===== src/rtl/least_primitive_root_finder_assert.svh =====
// Assertion macros shared by the least primitive root finder RTL.
`ifndef LEAST_PRIMITIVE_ROOT_FINDER_ASSERT_SVH
`define LEAST_PRIMITIVE_ROOT_FINDER_ASSERT_SVH

// Same-cycle implication, checked out of reset.
`define LPRF_ASSERT_NOW(lbl, ante, cons, msg) \
    lbl: assert property (@(posedge i_clk) disable iff (!i_rst_n) (ante) |-> (cons)) \
        else $error(msg);

// Next-cycle implication, checked out of reset.
`define LPRF_ASSERT_NEXT(lbl, ante, cons, msg) \
    lbl: assert property (@(posedge i_clk) disable iff (!i_rst_n) (ante) |=> (cons)) \
        else $error(msg);

`endif


===== src/rtl/lprf_pkg.sv =====
// Package: defaults, datapath operation codes and status bundle.
package lprf_pkg;

    localparam int VALUE_WIDTH_DEF = 16;
    localparam int MAX_FACTORS_DEF = 8;

    typedef enum logic [4:0] {
        OP_NONE,
        OP_LOAD,
        OP_PUSH_TWO,
        OP_HALVE,
        OP_SET_C,
        OP_MUL_CC,
        OP_DIV_VC,
        OP_PUSH_C,
        OP_TAKE_Q,
        OP_NEXT_C,
        OP_PUSH_V,
        OP_SET_G,
        OP_DIV_E,
        OP_TAKE_E,
        OP_DIV_B,
        OP_TAKE_B,
        OP_MUL_AB,
        OP_MUL_BB,
        OP_DIV_P,
        OP_TAKE_ACC,
        OP_TAKE_BB,
        OP_NEXT_Q,
        OP_NEXT_G,
        OP_OUT_ZERO,
        OP_OUT_ONE,
        OP_OUT_G
    } t_op;

    typedef struct packed {
        logic n_small;
        logic n_two;
        logic v_odd;
        logic cc_gt_v;
        logic rem_zero;
        logic div_busy;
        logic idx_end;
        logic e_zero;
        logic e_odd;
        logic acc_one;
    } t_stat;

endpackage


===== src/rtl/lprf_div.sv =====
// Restoring divider, one quotient bit per cycle, double-width dividend.
module lprf_div import lprf_pkg::*; #(
    parameter int VALUE_WIDTH = VALUE_WIDTH_DEF
) (
    input  logic                     i_clk,
    input  logic                     i_rst_n,
    input  logic                     i_start,
    input  logic [2*VALUE_WIDTH-1:0] i_dividend,
    input  logic [VALUE_WIDTH-1:0]   i_divisor,
    output logic                     o_busy,
    output logic [2*VALUE_WIDTH-1:0] o_quot,
    output logic [VALUE_WIDTH-1:0]   o_rem
);
    localparam int W    = VALUE_WIDTH;
    localparam int DW   = 2 * VALUE_WIDTH;
    localparam int CNTW = $clog2(DW + 1);

    logic [CNTW-1:0] r_cnt;
    logic [W-1:0]    r_rem;
    logic [DW-1:0]   r_dd;
    logic [W-1:0]    r_dsr;
    logic [W:0]      n_sh;
    logic [W:0]      n_diff;
    logic            n_ge;

    always_comb begin
        n_sh   = {r_rem, r_dd[DW-1]};
        n_ge   = n_sh >= {1'b0, r_dsr};
        n_diff = n_sh - {1'b0, r_dsr};
    end

    always_ff @(posedge i_clk) begin
        if (!i_rst_n) begin
            r_cnt <= '0;
        end else if (i_start) begin
            r_cnt <= CNTW'(DW);
        end else if (r_cnt != '0) begin
            r_cnt <= r_cnt - 1'b1;
        end
    end

    always_ff @(posedge i_clk) begin
        if (i_start) begin
            r_dd  <= i_dividend;
            r_dsr <= i_divisor;
            r_rem <= '0;
        end else if (r_cnt != '0) begin
            r_rem <= n_ge ? n_diff[W-1:0] : n_sh[W-1:0];
            r_dd  <= {r_dd[DW-2:0], n_ge};
        end
    end

    assign o_busy = r_cnt != '0;
    assign o_quot = r_dd;
    assign o_rem  = r_rem;
endmodule


===== src/rtl/lprf_dpath.sv =====
// Datapath: operand registers, factor list, multiplier and shared divider.
module lprf_dpath import lprf_pkg::*; #(
    parameter int VALUE_WIDTH = VALUE_WIDTH_DEF,
    parameter int MAX_FACTORS = MAX_FACTORS_DEF
) (
    input  logic                   i_clk,
    input  logic                   i_rst_n,
    input  t_op                    i_op,
    input  logic [VALUE_WIDTH-1:0] i_modulus_value,
    output t_stat                  o_stat,
    output logic [VALUE_WIDTH-1:0] o_least_root
);
    localparam int W  = VALUE_WIDTH;
    localparam int DW = 2 * VALUE_WIDTH;
    localparam int CW = $clog2(MAX_FACTORS + 1);
    localparam int IW = (MAX_FACTORS > 1) ? $clog2(MAX_FACTORS) : 1;

    logic [W-1:0]  r_n, r_nm1, r_v, r_c, r_g, r_e, r_b, r_acc, r_root;
    logic [DW-1:0] r_prod;
    logic [W-1:0]  r_fac [MAX_FACTORS];
    logic [CW-1:0] r_cnt, r_idx;

    logic [W-1:0]  n_mul_a, n_mul_b, n_push_val, n_dsr;
    logic [DW-1:0] n_dvd;
    logic          n_push, n_start;
    logic          w_busy;
    logic [DW-1:0] w_quot;
    logic [W-1:0]  w_rem;

    always_comb begin
        n_mul_a    = r_b;
        n_mul_b    = r_b;
        n_push     = 1'b0;
        n_push_val = r_v;
        n_start    = 1'b0;
        n_dvd      = r_prod;
        n_dsr      = r_n;
        case (i_op)
            OP_MUL_CC: begin
                n_mul_a = r_c;
                n_mul_b = r_c;
            end
            OP_MUL_AB: n_mul_a = r_acc;
            OP_PUSH_TWO: begin
                n_push     = 1'b1;
                n_push_val = W'(2);
            end
            OP_PUSH_C: begin
                n_push     = 1'b1;
                n_push_val = r_c;
            end
            OP_PUSH_V: n_push = r_v > W'(2);
            OP_DIV_VC: begin
                n_start = 1'b1;
                n_dvd   = {{W{1'b0}}, r_v};
                n_dsr   = r_c;
            end
            OP_DIV_E: begin
                n_start = 1'b1;
                n_dvd   = {{W{1'b0}}, r_nm1};
                n_dsr   = r_fac[r_idx[IW-1:0]];
            end
            OP_DIV_B: begin
                n_start = 1'b1;
                n_dvd   = {{W{1'b0}}, r_g};
            end
            OP_DIV_P: n_start = 1'b1;
            default: ;
        endcase
    end

    lprf_div #(.VALUE_WIDTH(W)) u_div (
        .i_clk      (i_clk),
        .i_rst_n    (i_rst_n),
        .i_start    (n_start),
        .i_dividend (n_dvd),
        .i_divisor  (n_dsr),
        .o_busy     (w_busy),
        .o_quot     (w_quot),
        .o_rem      (w_rem)
    );

    always_ff @(posedge i_clk) begin
        r_prod <= n_mul_a * n_mul_b;
        // list is capped: further distinct primes are dropped
        if (n_push && (r_cnt < CW'(MAX_FACTORS))) begin
            r_fac[r_cnt[IW-1:0]] <= n_push_val;
            r_cnt                <= r_cnt + 1'b1;
        end
        case (i_op)
            OP_LOAD: begin
                r_n   <= i_modulus_value;
                r_nm1 <= i_modulus_value - 1'b1;
                r_v   <= i_modulus_value - 1'b1;
                r_cnt <= '0;
            end
            OP_HALVE:    r_v   <= r_v >> 1;
            OP_SET_C:    r_c   <= W'(3);
            OP_PUSH_C:   r_v   <= w_quot[W-1:0];
            OP_TAKE_Q:   r_v   <= w_quot[W-1:0];
            OP_NEXT_C:   r_c   <= r_c + W'(2);
            OP_SET_G: begin
                r_g   <= W'(2);
                r_idx <= '0;
            end
            OP_TAKE_E:   r_e   <= w_quot[W-1:0];
            OP_TAKE_B: begin
                r_b   <= w_rem;
                r_acc <= W'(1);
            end
            OP_TAKE_ACC: r_acc <= w_rem;
            OP_TAKE_BB: begin
                r_b <= w_rem;
                r_e <= r_e >> 1;
            end
            OP_NEXT_Q:   r_idx <= r_idx + 1'b1;
            OP_NEXT_G: begin
                r_g   <= r_g + 1'b1;
                r_idx <= '0;
            end
            OP_OUT_ZERO: r_root <= '0;
            OP_OUT_ONE:  r_root <= W'(1);
            OP_OUT_G:    r_root <= r_g;
            default: ;
        endcase
    end

    always_comb begin
        o_stat.n_small  = r_n < W'(2);
        o_stat.n_two    = r_n == W'(2);
        o_stat.v_odd    = r_v[0];
        o_stat.cc_gt_v  = r_prod > {{W{1'b0}}, r_v};
        o_stat.rem_zero = w_rem == '0;
        o_stat.div_busy = w_busy;
        o_stat.idx_end  = r_idx == r_cnt;
        o_stat.e_zero   = r_e == '0;
        o_stat.e_odd    = r_e[0];
        o_stat.acc_one  = r_acc == W'(1);
    end

    assign o_least_root = r_root;
endmodule


===== src/rtl/lprf_ctrl.sv =====
// Controller: sequences factoring, order tests and the result register.
module lprf_ctrl import lprf_pkg::*; (
    input  logic  i_clk,
    input  logic  i_rst_n,
    input  logic  i_valid,
    input  logic  i_stall,
    input  t_stat i_stat,
    output t_op   o_op,
    output logic  o_stall,
    output logic  o_valid
);
    typedef enum logic [4:0] {
        S_IDLE, S_CHK, S_PUSH2, S_HALVE, S_SETC, S_MULCC, S_CMPCC,
        S_WAITV1, S_DIVV2, S_WAITV2, S_TAIL, S_SETG, S_TEST, S_WAITE,
        S_DIVB, S_WAITB, S_LOOP, S_DIVA, S_WAITA, S_MULBB, S_DIVBB,
        S_WAITBB, S_OUT0, S_OUT1, S_OUTG
    } t_state;

    t_state r_state, n_state;
    logic   r_out_valid, n_out_valid;
    logic   w_free;
    t_op    n_op;

    assign w_free = !r_out_valid || !i_stall;

    always_comb begin
        n_state     = r_state;
        n_op        = OP_NONE;
        n_out_valid = r_out_valid && i_stall;
        case (r_state)
            S_IDLE: if (i_valid) begin
                n_op    = OP_LOAD;
                n_state = S_CHK;
            end
            S_CHK: begin
                if (i_stat.n_small)     n_state = S_OUT0;
                else if (i_stat.n_two)  n_state = S_OUT1;
                else if (i_stat.v_odd)  n_state = S_SETC;
                else                    n_state = S_PUSH2;
            end
            S_PUSH2: begin
                n_op    = OP_PUSH_TWO;
                n_state = S_HALVE;
            end
            S_HALVE: begin
                if (i_stat.v_odd) n_state = S_SETC;
                else              n_op    = OP_HALVE;
            end
            S_SETC: begin
                n_op    = OP_SET_C;
                n_state = S_MULCC;
            end
            S_MULCC: begin
                n_op    = OP_MUL_CC;
                n_state = S_CMPCC;
            end
            S_CMPCC: begin
                if (i_stat.cc_gt_v) begin
                    n_state = S_TAIL;
                end else begin
                    n_op    = OP_DIV_VC;
                    n_state = S_WAITV1;
                end
            end
            S_WAITV1: if (!i_stat.div_busy) begin
                if (i_stat.rem_zero) begin
                    n_op    = OP_PUSH_C;
                    n_state = S_DIVV2;
                end else begin
                    n_op    = OP_NEXT_C;
                    n_state = S_MULCC;
                end
            end
            S_DIVV2: begin
                n_op    = OP_DIV_VC;
                n_state = S_WAITV2;
            end
            S_WAITV2: if (!i_stat.div_busy) begin
                if (i_stat.rem_zero) begin
                    n_op    = OP_TAKE_Q;
                    n_state = S_DIVV2;
                end else begin
                    n_op    = OP_NEXT_C;
                    n_state = S_MULCC;
                end
            end
            S_TAIL: begin
                n_op    = OP_PUSH_V;
                n_state = S_SETG;
            end
            S_SETG: begin
                n_op    = OP_SET_G;
                n_state = S_TEST;
            end
            S_TEST: begin
                if (i_stat.idx_end) begin
                    n_state = S_OUTG;
                end else begin
                    n_op    = OP_DIV_E;
                    n_state = S_WAITE;
                end
            end
            S_WAITE: if (!i_stat.div_busy) begin
                n_op    = OP_TAKE_E;
                n_state = S_DIVB;
            end
            S_DIVB: begin
                n_op    = OP_DIV_B;
                n_state = S_WAITB;
            end
            S_WAITB: if (!i_stat.div_busy) begin
                // base congruent to zero: power is zero, test passes
                if (i_stat.rem_zero) begin
                    n_op    = OP_NEXT_Q;
                    n_state = S_TEST;
                end else begin
                    n_op    = OP_TAKE_B;
                    n_state = S_LOOP;
                end
            end
            S_LOOP: begin
                if (i_stat.e_zero) begin
                    n_op    = i_stat.acc_one ? OP_NEXT_G : OP_NEXT_Q;
                    n_state = S_TEST;
                end else if (i_stat.e_odd) begin
                    n_op    = OP_MUL_AB;
                    n_state = S_DIVA;
                end else begin
                    n_op    = OP_MUL_BB;
                    n_state = S_DIVBB;
                end
            end
            S_DIVA: begin
                n_op    = OP_DIV_P;
                n_state = S_WAITA;
            end
            S_WAITA: if (!i_stat.div_busy) begin
                n_op    = OP_TAKE_ACC;
                n_state = S_MULBB;
            end
            S_MULBB: begin
                n_op    = OP_MUL_BB;
                n_state = S_DIVBB;
            end
            S_DIVBB: begin
                n_op    = OP_DIV_P;
                n_state = S_WAITBB;
            end
            S_WAITBB: if (!i_stat.div_busy) begin
                n_op    = OP_TAKE_BB;
                n_state = S_LOOP;
            end
            S_OUT0: if (w_free) begin
                n_op        = OP_OUT_ZERO;
                n_out_valid = 1'b1;
                n_state     = S_IDLE;
            end
            S_OUT1: if (w_free) begin
                n_op        = OP_OUT_ONE;
                n_out_valid = 1'b1;
                n_state     = S_IDLE;
            end
            S_OUTG: if (w_free) begin
                n_op        = OP_OUT_G;
                n_out_valid = 1'b1;
                n_state     = S_IDLE;
            end
            default: n_state = S_IDLE;
        endcase
    end

    always_ff @(posedge i_clk) begin
        if (!i_rst_n) begin
            r_state     <= S_IDLE;
            r_out_valid <= 1'b0;
        end else begin
            r_state     <= n_state;
            r_out_valid <= n_out_valid;
        end
    end

    assign o_op    = n_op;
    assign o_stall = r_state != S_IDLE;
    assign o_valid = r_out_valid;
endmodule


===== src/rtl/least_primitive_root_finder.sv =====
// Top level: least primitive root of a modulus, controller plus datapath.
//
//   channel  direction  handshake            payload
//   input    in         i_valid / o_stall    i_modulus_value
//   result   out        o_valid / i_stall    o_least_root
//
// One transaction at a time; every reduction runs on the shared divider. Factoring
// trial-divides by odd candidates up to sqrt(n-1); each order test costs one or two
// reductions per exponent bit.
// Reset is synchronous and clears only the controller and divider counter.
// A new modulus is taken while an earlier result still waits under i_stall.
module least_primitive_root_finder import lprf_pkg::*; #(
    parameter int VALUE_WIDTH = VALUE_WIDTH_DEF,
    parameter int MAX_FACTORS = MAX_FACTORS_DEF
) (
    input  logic                   i_clk,
    input  logic                   i_rst_n,
    input  logic                   i_valid,
    output logic                   o_stall,
    input  logic [VALUE_WIDTH-1:0] i_modulus_value,
    output logic                   o_valid,
    input  logic                   i_stall,
    output logic [VALUE_WIDTH-1:0] o_least_root
);
    t_op   w_op;
    t_stat w_stat;

    lprf_ctrl u_ctrl (
        .i_clk   (i_clk),
        .i_rst_n (i_rst_n),
        .i_valid (i_valid),
        .i_stall (i_stall),
        .i_stat  (w_stat),
        .o_op    (w_op),
        .o_stall (o_stall),
        .o_valid (o_valid)
    );

    lprf_dpath #(
        .VALUE_WIDTH (VALUE_WIDTH),
        .MAX_FACTORS (MAX_FACTORS)
    ) u_dpath (
        .i_clk           (i_clk),
        .i_rst_n         (i_rst_n),
        .i_op            (w_op),
        .i_modulus_value (i_modulus_value),
        .o_stat          (w_stat),
        .o_least_root    (o_least_root)
    );

`include "least_primitive_root_finder_assert.svh"

    `LPRF_ASSERT_NEXT(a_busy_after_accept, i_valid && !o_stall, o_stall, "not busy after accept")
    `LPRF_ASSERT_NOW(a_div_only_when_busy, w_stat.div_busy, o_stall, "divider runs while idle")
endmodule

===== config.mk =====
export PLATFORM = sky130hd
export DESIGN_NAME = least_primitive_root_finder
export DESIGN_NICKNAME = d
export VERILOG_FILES = /design/src/rtl/lprf_pkg.sv /design/src/rtl/lprf_div.sv /design/src/rtl/lprf_dpath.sv /design/src/rtl/lprf_ctrl.sv /design/src/rtl/least_primitive_root_finder.sv
export VERILOG_INCLUDE_DIRS = /design/src /design/src/rtl
export SDC_FILE = /design/constraint.sdc
export NUM_CORES = 1
export LEC_CHECK = 0
export BUFFER_PORTS_ARGS = -buffer_cell sky130_fd_sc_hd__buf_2
export CAP_MARGIN = 20
export CORE_MARGIN = 2
export CORE_UTILIZATION = 52
export CTS_BUF_LIST = sky130_fd_sc_hd__clkbuf_4 sky130_fd_sc_hd__clkbuf_8
export DETAILED_ROUTE_END_ITERATION = 10
export PLACE_DENSITY = 0.68
export REMOVE_ABC_BUFFERS = 1
export SLEW_MARGIN = 0
export SYNTH_ARGS = -nofsm -noshare
export SYNTH_HDL_FRONTEND = slang
export SYNTH_HIERARCHICAL = 1
export SYNTH_SLANG_ARGS = --single-unit

===== constraint.sdc =====
create_clock -name i_clk -period 27.4 [get_ports i_clk]
set_input_delay 2.74 -clock i_clk [delete_from_list [all_inputs] [get_ports i_clk]]
set_output_delay 2.74 -clock i_clk [all_outputs]
set_load 0.02 [all_outputs]

==> impl_metrics.toml <==
[setup_path]
max_stage_delay_ps = 800
r2r_slack_ps = 15900
required_ps = 27960
worstSetupStartpointType = "primary input"
critPathArrivalTime_ps = 12060
end_kind = "register"
reg2reg_depth = 38
r2r-end = "u_dpath/r_prod[31]"
crit_type = "in2reg"
slowest_stage = "mux2i_1"
crit_top_cell = "nand2_1"
crit_fanout = 28
r2r-start = "u_dpath/r_v[9]"

[route]
drt-total-wl_um = 75000
antenna_left = 0
wl_per_cell_um = 22.6
drcViolationCount = 0
dr.pass1.iters = 8
num_vias = 19928
drtIter0Drc = 2233
vias_per_cell = 6.02

[timing]
slew_headroom_pct = 25.7
setup_ws_ps = 15900
clock_skew_ps = 53.7
fin_crit_ps = 11500
fin_setup_tns_ps = 0
hold_viol = 0
fin_crit_sh_pct = 42.0
rsz0062_at_grt = "no"
fmaxAchievable_mhz = 87.0
maxSlewViolCount = 0
setup_viol = 0
tightest_slew_ps = 1110

[final_layout]
seq_area_mm2 = 0.0110
syn2layout_area_growth_pct = 8.20
final_common_cell = "edfxtp_1"
n_fill_cell = 4432
num_antenna_cells = 0
nets = 2927
fin_cells = 3311
multi_input_area_mm2 = 0.0150
drive_gt1_share_pct = 13.1
final_cell_mix = "edfxtp_1 (323), inv_1 (281), nor2_1 (244)"

[yosys]
synth-edff-count = 323
synthArstFlopShare_pct = 0
syn_area_mm2 = 0.0276
synthCells = 2546
synth-seq-cells = 390
syn_avg_cell_area_um2 = 10.8
yosys_warnings = 6
yosysSeqAreaShare_pct = 40.0
synth_ff_type = "edfxtp_1"
yosysUniqueCellTypes = 97

[place]
port_buffers = 37
hpwl_um = 55700
dp_slack_ps = 15500
globalplace.congestion = 0.985
placed_cells_incl_taps = 3186

[floorplanning]
num_io_pins = 38
dieWidth_um = 234
coreArea_mm2 = 0.0524
start_util_pct = 52.6
fp.dieArea_mm2 = 0.0549
rows = 84
fp.dieH_um = 234

[hold_path]
hold_start = "u_dpath/u_div/r_cnt[0]"
hold_end = "u_dpath/u_div/r_cnt[0]"
hp-class = "reg2reg"
hold_depth = 2

[cts]
hold_buffers = 0
cts_setup_buffers = 0
cts_resized = 0
clk_pin_slew_ps = 60
cts_made_buffers = 66
clockBufferDepth = 3
worst_skew_pair.late_latency_ps = 650
clock-root-buffer = "clkbuf_8"
cts_tree = "built"
clock_sinks = 390
h-tree-depth = 3

[global_route]
grt_usage_pct = 27.9
grt_pass1_vias = 20057
grt.overflow.total = 0
grt_pass1_wl_um = 116000
antenna_found_initial = 0
grt_max_degree = 58

[job]
maxCapViolations = 0

[status]
status = "finished clean"
## stage by stage
step	util, %	hold slack, ps	instance area [um2]
after floorplan	-	450	27000
after global placement	54.1	459	28400
after detailed placement	54.1	466	28400
after CTS	56.8	473	29800
after global routing	56.9	490	29800
final	56.9	472	29800
## critical path: cells and delay by family
| kind | cells | cell delay [ps] |
|---|---|---|
| AO/OA/AOI/OAI | 7 | 1790 |
| XOR/XNOR | 1 | 140 |
| adder cells (fa/ha/maj) | 7 | 3110 |
| buffers and inverters | 6 | 560 |
| multiplexers | 1 | 800 |
| AND/OR/NAND/NOR | 9 | 2910 |
## registers in the layout, summed over array words and instances (netlist names), 15 cells and up, named ones only
signal / count
u_dpath/r_e: 16
u_dpath/r_v: 16
u_dpath/u_div/o_rem: 16
u_dpath/u_div/r_dsr: 16
u_dpath/r_c: 15
u_dpath/r_fac: 128
u_dpath/r_prod: 32
u_dpath/r_b: 16
u_dpath/r_g: 16
u_dpath/r_n: 16
u_dpath/u_div/o_quot: 32
u_dpath/r_nm1: 16
u_dpath/o_least_root: 16
u_dpath/r_acc: 16
## cells in the mapped netlist (all sizes together) (11+ instances only)
master	n	share of area, %
mux4	32	2.6
o21ai	70	1.3
xnor2	39	1.3
a22o	15	0.48
nand2b	46	1.0
xor2	53	1.7
clkbuf	73	0.99
mux2	49	2.0
a21oi	104	1.9
mux2i	22	0.80
nand2	236	3.2
edfxtp	323	35
nand3	36	0.65
a222oi	16	0.58
a221oi	18	1.0
nor4	28	0.64
ha	142	6.4
dfxtp	67	4.9
o211ai	12	0.34
and2	61	1.4
nand4	20	0.45
a21o	28	0.76
and3	28	0.64
a221o	14	0.51
buf	46	1.0
or3	12	0.27
inv	283	3.9
a22oi	34	0.93
nor2b	13	0.32
fa	195	14
or2	11	0.26
nor3	39	0.84
nor2	250	3.4
## final cells by class
cell class | instances | area share, %
clock buffer | 92 | 3.72
sequential | 390 | 37.0
timing repair buffer | 75 | 1.61
clock inverter | 29 | 0.977
multi-input combinational | 1754 | 50.2
tap | 688 | 2.89
inverter | 283 | 3.56
## worst max path at each step
stage	from	endpoint	slack (ps)	depth (start not counted)
4_1_cts	u_dpath/r_v[9]	u_dpath/r_prod[31]	16080	38
2_1_floorplan	i_stall	u_dpath/r_prod[24]	15890	28
5_1_grt	u_dpath/r_v[9]	u_dpath/r_prod[31]	15240	38
3_3_place_gp	i_stall	u_dpath/r_prod[31]	15770	31
6_report	i_stall	u_dpath/r_prod[31]	15900	31
3_5_place_dp	i_stall	u_dpath/r_prod[31]	15500	31
## layer usage
metal / global-route usage [%] / routed length (um) / part of all wire, %
met5: 0 / 0 / 0
met4: 9.81 / 2430 / 3.2
met1: 36.0 / 30400 / 41
met2: 47.7 / 36700 / 49
met3: 4.69 / 5500 / 7.3
## cell families after synthesis
logic type / after synthesis / share of synthesized area, %
and+or+nand+nor: 813 / 14.3
AOI/OAI and AO/OA: 409 / 10.9
buffers and inverters: 402 / 5.84
DFF: 390 / 40.0
adders and majority gates: 337 / 20.6
muxes: 103 / 5.41
xor gates and xnor gates: 92 / 2.95
Power is not shown: default switching activity piles up to over one toggle a cycle in this logic, so the estimate is an artifact.
